===== src/rtl/alt_pkg.sv =====
// Shared constants, codes and types for the array list table.
package alt_pkg;

    localparam int CAPACITY   = 16;
    localparam int DATA_WIDTH = 32;
    localparam int IDX_W      = 4;
    localparam int CNT_W      = 5;
    localparam int CMD_W      = 3;
    localparam int STAT_W     = 3;
    localparam int SORT_W     = $clog2(CAPACITY);

    localparam logic [CMD_W-1:0] CMD_INS_POS   = 3'd0;
    localparam logic [CMD_W-1:0] CMD_INS_FIRST = 3'd1;
    localparam logic [CMD_W-1:0] CMD_DEL_POS   = 3'd2;
    localparam logic [CMD_W-1:0] CMD_DEL_FIRST = 3'd3;
    localparam logic [CMD_W-1:0] CMD_LOCATE    = 3'd4;
    localparam logic [CMD_W-1:0] CMD_INS_SORT  = 3'd5;
    localparam logic [CMD_W-1:0] CMD_READ      = 3'd6;

    localparam logic [STAT_W-1:0] ST_OK       = 3'd0;
    localparam logic [STAT_W-1:0] ST_FULL     = 3'd1;
    localparam logic [STAT_W-1:0] ST_EMPTY    = 3'd2;
    localparam logic [STAT_W-1:0] ST_BADPOS   = 3'd3;
    localparam logic [STAT_W-1:0] ST_NOTFOUND = 3'd4;

    localparam logic [DATA_WIDTH-1:0] EMPTY_WORD = '1;

    typedef enum logic [2:0] {
        OP_HOLD,
        OP_OPEN,
        OP_CLOSE,
        OP_APPEND,
        OP_SORT
    } t_cell_op;

    typedef struct packed {
        t_cell_op               op;
        logic [IDX_W-1:0]       pos;
        logic [CNT_W-1:0]       occ;
        logic                   phase;
        logic [DATA_WIDTH-1:0]  value;
    } t_ctl;

    typedef enum logic [1:0] {
        S_IDLE = 2'b01,
        S_SORT = 2'b10
    } t_state;

endpackage


===== src/rtl/alt_cell.sv =====
// One storage cell of the list chain: shift, load and compare-exchange.
module alt_cell (
    input  logic                          i_clk,
    input  logic                          i_rst_n,
    input  logic [alt_pkg::IDX_W-1:0]     i_idx,
    input  alt_pkg::t_ctl                 i_ctl,
    input  logic [alt_pkg::DATA_WIDTH-1:0] i_left,
    input  logic [alt_pkg::DATA_WIDTH-1:0] i_right,
    output logic [alt_pkg::DATA_WIDTH-1:0] o_word,
    output logic                          o_match
);
    import alt_pkg::*;

    logic [DATA_WIDTH-1:0] r_word;
    logic [DATA_WIDTH-1:0] n_word;
    logic [CNT_W-1:0]      w_idx;
    logic [CNT_W-1:0]      w_idx_up;
    logic                  w_lower;

    assign w_idx    = CNT_W'(i_idx);
    assign w_idx_up = w_idx + CNT_W'(1);
    assign w_lower  = (i_idx[0] == i_ctl.phase);

    always_comb begin
        n_word = r_word;
        case (i_ctl.op)
            OP_OPEN: begin
                if (i_idx == i_ctl.pos) begin
                    n_word = i_ctl.value;
                end else if (i_idx > i_ctl.pos && w_idx <= i_ctl.occ) begin
                    n_word = i_left;
                end
            end
            OP_CLOSE: begin
                // cells past the end already hold minus one
                if (i_idx >= i_ctl.pos) begin
                    n_word = i_right;
                end
            end
            OP_APPEND: begin
                if (w_idx == i_ctl.occ) begin
                    n_word = i_ctl.value;
                end
            end
            OP_SORT: begin
                // odd-even transposition over the occupied part
                if (w_lower) begin
                    if (w_idx_up < i_ctl.occ && $signed(r_word) > $signed(i_right)) begin
                        n_word = i_right;
                    end
                end else if (i_idx != '0 && w_idx < i_ctl.occ
                             && $signed(i_left) > $signed(r_word)) begin
                    n_word = i_left;
                end
            end
            default: begin
                n_word = r_word;
            end
        endcase
    end

    always_ff @(posedge i_clk) begin
        if (!i_rst_n) begin
            r_word <= EMPTY_WORD;
        end else begin
            r_word <= n_word;
        end
    end

    assign o_word  = r_word;
    assign o_match = (r_word == i_ctl.value);

endmodule


===== src/rtl/array_list_table.sv =====
// Top level of the array list table: command decode, cell chain and result register.
//
//   channel   direction  handshake            payload
//   request   in         i_valid / o_stall    i_cmd, i_value, i_position
//   result    out        o_valid / i_stall    o_status, o_found_index, o_read_value,
//                                             o_entry_count
//
// Every command but insert sorted has its result registered and shown the
// cycle after acceptance. Insert sorted first appends the value and then runs
// CAPACITY odd-even compare-exchange passes along the cell chain.
// Synchronous reset fills every cell with minus one and clears the count.
// A request is taken while no sort runs and the result register is empty or is being emptied.
module array_list_table (
    input  logic                            i_clk,
    input  logic                            i_rst_n,
    input  logic                            i_valid,
    output logic                            o_stall,
    input  logic [alt_pkg::CMD_W-1:0]       i_cmd,
    input  logic signed [alt_pkg::DATA_WIDTH-1:0] i_value,
    input  logic [alt_pkg::IDX_W-1:0]       i_position,
    output logic                            o_valid,
    input  logic                            i_stall,
    output logic [alt_pkg::STAT_W-1:0]      o_status,
    output logic [alt_pkg::IDX_W-1:0]       o_found_index,
    output logic signed [alt_pkg::DATA_WIDTH-1:0] o_read_value,
    output logic [alt_pkg::CNT_W-1:0]       o_entry_count
);
    import alt_pkg::*;

    t_state                 r_state, n_state;
    logic [CNT_W-1:0]       r_occ, n_occ;
    logic [SORT_W-1:0]      r_sort_cnt, n_sort_cnt;
    logic                   r_ovalid, n_ovalid;
    logic [STAT_W-1:0]      r_status, n_status;
    logic [IDX_W-1:0]       r_found, n_found;
    logic [DATA_WIDTH-1:0]  r_rd, n_rd;

    logic [DATA_WIDTH-1:0]  w_words [CAPACITY];
    logic [CAPACITY-1:0]    w_match;
    t_ctl                   w_ctl;
    logic                   w_accept;
    logic                   w_full;
    logic [CNT_W-1:0]       w_pos;
    logic                   w_hit;
    logic [IDX_W-1:0]       w_hit_idx;

    assign o_stall  = (r_state != S_IDLE) || (r_ovalid && i_stall);
    assign w_accept = i_valid && !o_stall;
    assign w_full   = (r_occ == CNT_W'(CAPACITY));
    assign w_pos    = CNT_W'(i_position);

    // first match within the occupied part
    always_comb begin
        w_hit     = 1'b0;
        w_hit_idx = '0;
        for (int k = CAPACITY - 1; k >= 0; k--) begin
            if (w_match[k] && CNT_W'(k) < r_occ) begin
                w_hit     = 1'b1;
                w_hit_idx = IDX_W'(k);
            end
        end
    end

    always_comb begin
        n_state    = r_state;
        n_occ      = r_occ;
        n_sort_cnt = r_sort_cnt;
        n_ovalid   = r_ovalid && i_stall;
        n_status   = r_status;
        n_found    = r_found;
        n_rd       = r_rd;

        w_ctl.op    = OP_HOLD;
        w_ctl.pos   = i_position;
        w_ctl.occ   = r_occ;
        w_ctl.phase = r_sort_cnt[0];
        w_ctl.value = i_value;

        case (r_state)
            S_IDLE: begin
                if (w_accept) begin
                    n_status = ST_OK;
                    n_found  = '0;
                    n_rd     = '0;
                    n_ovalid = 1'b1;
                    case (i_cmd)
                        CMD_INS_POS: begin
                            if (w_full) begin
                                n_status = ST_FULL;
                            end else if (w_pos > r_occ) begin
                                n_status = ST_BADPOS;
                            end else begin
                                w_ctl.op = OP_OPEN;
                                n_occ    = r_occ + CNT_W'(1);
                            end
                        end
                        CMD_INS_FIRST: begin
                            if (w_full) begin
                                n_status = ST_FULL;
                            end else begin
                                w_ctl.op  = OP_OPEN;
                                w_ctl.pos = '0;
                                n_occ     = r_occ + CNT_W'(1);
                            end
                        end
                        CMD_DEL_POS: begin
                            if (r_occ == '0) begin
                                n_status = ST_EMPTY;
                            end else if (w_pos >= r_occ) begin
                                n_status = ST_BADPOS;
                            end else begin
                                w_ctl.op = OP_CLOSE;
                                n_occ    = r_occ - CNT_W'(1);
                            end
                        end
                        CMD_DEL_FIRST: begin
                            if (r_occ == '0) begin
                                n_status = ST_EMPTY;
                            end else begin
                                w_ctl.op  = OP_CLOSE;
                                w_ctl.pos = '0;
                                n_occ     = r_occ - CNT_W'(1);
                            end
                        end
                        CMD_LOCATE: begin
                            if (w_hit) begin
                                n_found = w_hit_idx;
                            end else begin
                                n_status = ST_NOTFOUND;
                            end
                        end
                        CMD_INS_SORT: begin
                            if (w_full) begin
                                n_status = ST_FULL;
                            end else begin
                                w_ctl.op   = OP_APPEND;
                                n_occ      = r_occ + CNT_W'(1);
                                n_ovalid   = 1'b0;
                                n_sort_cnt = '0;
                                n_state    = S_SORT;
                            end
                        end
                        CMD_READ: begin
                            if (w_pos >= r_occ) begin
                                n_status = ST_BADPOS;
                            end else begin
                                n_rd = w_words[i_position];
                            end
                        end
                        default: begin
                            n_status = ST_OK;
                        end
                    endcase
                end
            end
            S_SORT: begin
                w_ctl.op   = OP_SORT;
                n_sort_cnt = r_sort_cnt + SORT_W'(1);
                if (r_sort_cnt == SORT_W'(CAPACITY - 1)) begin
                    n_ovalid = 1'b1;
                    n_state  = S_IDLE;
                end
            end
            default: begin
                n_state = S_IDLE;
            end
        endcase
    end

    for (genvar g = 0; g < CAPACITY; g++) begin : g_cell
        logic [DATA_WIDTH-1:0] w_left;
        logic [DATA_WIDTH-1:0] w_right;

        if (g == 0) begin : g_first
            assign w_left = EMPTY_WORD;
        end else begin : g_mid_l
            assign w_left = w_words[g-1];
        end
        if (g == CAPACITY - 1) begin : g_last
            assign w_right = EMPTY_WORD;
        end else begin : g_mid_r
            assign w_right = w_words[g+1];
        end

        alt_cell u_cell (
            .i_clk   (i_clk),
            .i_rst_n (i_rst_n),
            .i_idx   (IDX_W'(g)),
            .i_ctl   (w_ctl),
            .i_left  (w_left),
            .i_right (w_right),
            .o_word  (w_words[g]),
            .o_match (w_match[g])
        );
    end

    always_ff @(posedge i_clk) begin
        if (!i_rst_n) begin
            r_state    <= S_IDLE;
            r_occ      <= '0;
            r_sort_cnt <= '0;
            r_ovalid   <= 1'b0;
        end else begin
            r_state    <= n_state;
            r_occ      <= n_occ;
            r_sort_cnt <= n_sort_cnt;
            r_ovalid   <= n_ovalid;
        end
    end

    always_ff @(posedge i_clk) begin
        r_status <= n_status;
        r_found  <= n_found;
        r_rd     <= n_rd;
    end

    // count is reported as it stands once the request has completed
    assign o_valid       = r_ovalid;
    assign o_status      = r_status;
    assign o_found_index = r_found;
    assign o_read_value  = r_rd;
    assign o_entry_count = r_occ;

endmodule


===== config.mk =====
export PLATFORM = sky130hd
export DESIGN_NAME = array_list_table
export DESIGN_NICKNAME = d
export VERILOG_FILES = /design/src/rtl/alt_pkg.sv /design/src/rtl/alt_cell.sv /design/src/rtl/array_list_table.sv
export SDC_FILE = /design/constraint.sdc
export NUM_CORES = 2
export LEC_CHECK = 0
export ABC_AREA = 1
export BUFFER_PORTS_ARGS = -buffer_cell sky130_fd_sc_hd__buf_2
export CAP_MARGIN = 20
export CORE_ASPECT_RATIO = 1.1
export CORE_MARGIN = 1.5
export CORE_UTILIZATION = 40
export CTS_CLUSTER_SIZE = 14
export DETAILED_ROUTE_END_ITERATION = 8
export PLACE_DENSITY = 0.52
export SLEW_MARGIN = 40
export SYNTH_ARGS = -nofsm -noshare
export SYNTH_HDL_FRONTEND = slang
export SYNTH_SLANG_ARGS = --single-unit

===== constraint.sdc =====
create_clock -name i_clk -period 6.02 [get_ports i_clk]
set_input_delay 0 -clock i_clk [delete_from_list [all_inputs] [get_ports i_clk]]
set_output_delay 0 -clock i_clk [all_outputs]
set_load 0.02 [all_outputs]

---- Word-level counts from Yosys, hierarchy flattened ----
Cells that the tools add are included.
word-level totals
  flip-flop bits (word level) ............. 563
  bits of input ports ..................... 43
  output and inout bits ................... 46
cells by class
  add/subtract/negate cells ............... 3
  order comparisons ....................... 84
  eq/ne operators ......................... 137
  multiplexer cells ....................... 202
  bitwise logic cells ..................... 4
  reduce and logical (&&, ||, !) cells .... 84
operators with widths
  operator                                                        count
  two-way mux 32 bit                                              113
  case mux 32 bit (4 select lines)                                16
  equality test 32 bit                                            16
  greater-than comparator 32 bit                                  15
  binary-select mux 32 bit (select 4 bit)                         1
  AND reduction 6 bit                                             16
  inequality test 2 x 1 -> 1 bit, second input constant           34
  logical AND 1 bit                                               50
  two-way mux 4 bit                                               12
  inequality test 3 x 1 -> 1 bit, second input constant           16
  inequality test 3 x 2 -> 1 bit, second input constant           16
  equality test 4 x 5 -> 1 bit, first input constant              8
  <= comparator 4 x 5 -> 1 bit, first input constant              8
  < comparator 4 x 5 -> 1 bit, first input constant               8
  two-way mux 5 bit                                               7
  equality test 4 bit, first input constant                       8
  greater-or-equal comparator 4 bit, first input constant         8
  greater-than comparator 32 x 1 -> 1 bit, second input constant  1
  greater-than comparator 4 bit, first input constant             8
  two-way mux 2 bit                                               14
  two-way mux 1 bit                                               24
  inequality test 2 bit, second input constant                    11
  equality test 3 x 5 -> 1 bit, first input constant              4
  <= comparator 3 x 5 -> 1 bit, first input constant              4
  other kinds (57)                                                96

---- Longest topological paths before layout ----
  word-level depth ........................ 20
  gate-level depth with buffers ........... 24
  depth with buffers taken out ............ 23

---- By module ----
Synthesis repeated with hierarchy kept, for this count alone.
second synthesis, totals
  cells, all modules ...................... 14332
  area total of the unflattened synthesis .. 87497.7 um^2
modules (own cells, without submodules)
  module                            instances  cells an instance  area an instance (um^2)  sequential area each (um^2)
  alt_cell (g_cell[12].u_cell ...)  10         810                4999.8                   640.6
  alt_cell (g_cell[10].u_cell ...)  4          834                5053.6                   640.6
  array_list_table                  1          1236               7190.6                   1411.4
  alt_cell (g_cell[0].u_cell)       1          833                5049.8                   640.6
  alt_cell (g_cell[15].u_cell)      1          827                5044.8                   640.6

---- Worst setup path after synthesis ----
OpenSTA, ideal clock, no wires.
  kind .................................... flip-flop to flip-flop
  start ................................... register r_state[1]
  end ..................................... register g_cell[1].u_cell.r_word[31]
  arrival ................................. 3.435 ns
  data required time ...................... 5.886 ns
  setup slack ............................. 2.451 ns
  cell stages (with the launch flop) ...... 19
  path buffers ............................ 2
  clock period less this slack ............ 3.569 ns
  cell sequence ........................... dfxtp_1 inv_1 ha_1 nand3_1 clkinv_1 o21ai_0 nor3_1 nand2_1 nand2_1 nor2_8 nor2_4 o21ai_2 buf_6 nand2_1 a31oi_2 nand2_1 buf_2 nand2_1 nand3_1
on the way
  word-level cells in the longest chain between the ends .. 10
RTL lines
  what                                             RTL line                 source
  from (decl)                                      array_list_table.sv:30   t_state r_state, n_state;
  from (signal assigned)                           array_list_table.sv:204  r_state <= n_state;
  inequality test 2 x 1 -> 1 bit                   array_list_table.sv:47   assign o_stall = (r_state != S_IDLE) || (r_ovalid && i_stall);
  logical OR 1 bit                                 array_list_table.sv:47
  logical NOT 1 bit                                array_list_table.sv:48   assign w_accept = i_valid && !o_stall;
  logical AND 1 bit                                array_list_table.sv:48
  two-way mux 7 bit                                array_list_table.sv:81   if (w_accept) begin
  two-way mux 4 bit                                array_list_table.sv:79   case (r_state)
  greater-than comparator 1 x 4 -> 1 bit           alt_cell.sv:30           end else if (i_idx > i_ctl.pos && w_idx <= i_ctl.occ) begin
  logical AND 1 bit                                alt_cell.sv:30
  inequality test 3 x 1 -> 1 bit (no source line)  -
  AND reduction 6 bit (no source line)             -
  to (signal assigned)                             alt_cell.sv:66           r_word <= n_word;
  to (decl)                                        alt_cell.sv:14           logic [DATA_WIDTH-1:0] r_word;
Several ways; a longest one is shown, not always the timed one.
A chain may end at the register's enable or synchronous reset.

---- Worst setup path after layout ----
  start ................................... register g_cell[14].u_cell.r_word[29]
  end ..................................... register g_cell[14].u_cell.r_word[2]
on the way
  word-level cells in the longest chain between the ends .. 4
RTL lines
  what                                               RTL line
  from (decl)                                        alt_cell.sv:14
  from (signal assigned)                             alt_cell.sv:66
  greater-than comparator 32 bit (on tied branches)  alt_cell.sv:52, alt_cell.sv:48
  logical AND 1 bit (on tied branches)               alt_cell.sv:52, alt_cell.sv:48
  inequality test 3 x 2 -> 1 bit (no source line)    -
  AND reduction 6 bit (no source line) *             -
Every way passes the cells marked *; elsewhere a longest branch is shown, timed or not.

==> flow_summary_export.csv <==
group,metric,value,unit
run_status,outcome,"completed",
floorplan,core-area,0.1460,sq mm
synth,post_synth_num_cell_types,56,
routing,dr_wl_met2,151300,microns
synth,ys_top_cells_by_area,"dfxtp_1, nand2_1, ha_1",
worst_setup_path,cp-start-kind,"flip-flop",
routing,top_layer_used,"met5",
floorplan,die_width,369.0,microns
routing,routedLengthMet1,150000,microns
power,intPower,15100,uW
global_routing,grt_pass1_vias,67770,
worst_setup_path,startpoint,"g_cell[14].u_cell.o_word[29]",
place,portBuffers,88,
place,hpwl,291500,microns
routing,dr.pass1.iters,8,
synth,syn_inst,9628,
synth,synthTopCellsByCount,"nand2_1, o21ai_0, a21oi_1",
final_layout,area_growth,9.419,%
clocking,cts-root-buf,"clkbuf_16",
timing,tns,0,ps
synth,synth_top_area_cell,"dfxtp_1",
floorplan,fp-row-count,147,
clocking,cts_max_level,3,
power,switching_share,58.29,%
timing,finalClockSkew,24.95,ps
global_routing,grt_usage,51.09,%
timing,hold_violations,0,
final_layout,fillers,15790,
power,p_total,36190,uW
timing,max_freq,181.0,MHz
clocking,cts_tree,"built",
clocking,cts_setup_buffers,0,
clocking,cts.clk_slew.worst_paths,60,ps
routing,drc_errors,0,
synth,syn_nets,10160,
final_layout,utilization,44.15,%
routing,avgRoutedWirePerCell,35.13,microns
clocking,cts_buffer_depth,3,
timing,setup_ws,494.0,ps
worst_setup_path,arrival,6170,ps
place,routabilityCongestion,1.155,
place,place_ws,999.2,ps
power,pwr-share-comb,63.7,%
timing,period_needed,5526,ps
synth,synth_seq_cells,563,
synth,synth_flop_cell,"dfxtp_1",
synth,ys_warn_count,0,
final_layout,final_layout_size_suffix_gt1_share,7.059,%
global_routing,gr-total-overflow,0,
power,seq_power_share,22.1,%
timing,rsz0062_at_grt,"false",
clocking,worstSkewPairLatency,720,ps
global_routing,grt_pass1_wl,544300,microns
worst_setup_path,r2r_start,"g_cell[14].u_cell.o_word[29]",
routing,via_count,77300,
worst_setup_path,cp_max_fo,20,
final_layout,nNetsFinal,9894,
timing,holdWs,46.39,ps
worst_setup_path,endpoint_kind,"flip-flop",
timing,fin_crit_sh,91.79,%
routing,drt_wl_total,399200,microns
synth,avgSynthCellArea,6.120,sq um
worst_setup_path,critPathKind,"flip-flop to flip-flop",
power,cellPowerDensity,561.4,mW/mm^2
routing,dr_wl_met3,64810,microns
synth,post-synth-top-count-cell,"nand2_1",
worst_hold_path,hp-start,"i_value[11]",
power,clkPwrFrac,14.1,%
synth,synth_edf_count,39,
floorplan,die-area,0.1496,sq mm
synth,async_flop_share,0,%
power,switchingPower,21100,uW
flow_run,drv_cap,0,
synth,seq_area_frac_synth,19.79,%
timing,relSlewSlack,30.39,%
global_routing,grt_max_degree,164,
power,vdd_ir_drop_max,0.3121,mV
timing,tightestPinTransition,1037,ps
synth,syn_area,0.05893,sq mm
global_routing,antenna_found_initial,20,
floorplan,ioPinCount,89,
routing,ant_nets,0,
timing,setup_violations,0,
worst_hold_path,min_path_type,"primary input to flip-flop",
routing,drt_iter0_drc,14580,
timing,slew_violations,0,
floorplan,initial_utilization,40.35,%
clocking,cts_made_buffers,82,
clocking,cts.sinks,563,
synth,synth_top_area_share,17.80,%
routing,viasPerCell,6.802,
power,power.leakage,0.03107,uW
worst_setup_path,worstPathRequired,6660,ps
clocking,cts_resized,0,
floorplan,die_h,405.5,microns
==> power groups by stage <==
stage	clock network, uW	logic, uW	registers, uW
2_1_floorplan	0	13600	6710
4_1_cts	5100	21500	7810
5_1_grt	5220	24500	8040
6_report	5110	23100	8020
3_3_place_gp	0	21000	7870
3_5_place_dp	0	21300	7890
==> per-layer routing <==
metal,up-vias,global-route usage [%]
met5,-,0.7171
met4,18,32.74
met3,1456,20.05
met2,6595,69.43
met1,36390,66.23
li1,32850,-
==> per-stage QoR <==
step	std cells	instance area, sq um
6_report	11360	64480
5_1_grt	11360	64460
4_1_cts	11360	64330
3_5_place_dp	11200	61630
3_3_place_gp	11200	61390
2_1_floorplan	9628	58930
==> path summary, 6_finish.rpt <==
path	to	slack, ps	cells past startpoint
min	g_cell[5].u_cell.o_word[11]	50	5
max reg2reg	g_cell[14].u_cell.o_word[2]	490	15
min reg2reg	r_state[0]	490	2
max	g_cell[14].u_cell.o_word[2]	490	15
==> layout make-up <==
type	count	area (sq um)	area share, %
inverter	704	2673	4.145
clock buffer	109	2325	3.606
timing repair buffer	393	3079	4.776
tap	1937	2424	3.759
clock inverter	37	289.0	0.4483
sequential	563	11660	18.09
antenna	7	17.52	0.02717
multi-input combinational	7614	42010	65.15
==> placed cells by master (no fill, tap or decap), types with 8 or more instances in the layout <==
master,n
nand2_1,2027
o21ai_0,1149
a21oi_1,1083
nand3_1,970
inv_1,666
nor2_1,557
dfxtp_1,524
ha_1,492
buf_4,273
a22oi_1,234
xnor2_1,219
nand4_1,174
o211ai_1,147
o22ai_1,88
buf_2,85
clkbuf_16,83
o2111ai_1,63
nor4_1,44
nor2_2,41
a31oi_1,41
nor3_1,39
edfxtp_1,39
xor2_1,30
clkinv_2,26
a221oi_1,22
clkinv_1,20
nor2_4,20
nand2_2,19
buf_12,19
o21ai_1,18
inv_2,17
clkbuf_8,16
o21a_1,15
a21boi_0,15
a211oi_1,13
clkbuf_1,11
dlygate4sd3_1,9
a21o_1,8
==> state kept, by name, indices dropped and copies added (netlist names) <==
register / cells
g_cell.u_cell.o_word: 512
o_entry_count: 5
o_found_index: 4
o_read_value: 32
o_status: 3
o_valid: 1
r_sort_cnt: 4
r_state: 2
==> kinds of logic after synthesis <==
family / after synthesis / share of synthesized area, %
XOR/XNOR: 253 / 3.760
buffers and inverters: 1451 / 9.615
flip-flops: 563 / 19.79
AND/OR/NAND/NOR: 3940 / 28.70
AO/OA/AOI/OAI: 2928 / 27.67
adder cells (fa/ha/maj): 493 / 10.47
==> worst max-delay path, cell delays in order (launching register included) <==
cell and delay (ps):
dfxtp_1 530, inv_1 150, ha_1 320, nand2_1 60
nor2_1 130, nand4_1 280, nor4_2 730, o21ai_1 580
nand3_1 230, nand3_1 80, o21ai_0 700, o2111ai_2 450
nor2_2 610, buf_4 390, nand2_1 90, nand3_1 90
==> what timing repair did <==
action | in CTS | in global routing
hold endpoints to repair | 130 | 0
setup endpoints to repair | 0 | 0
hold buffers | 9 | 0
No activity file was read; power rests on OpenSTA's default activity.
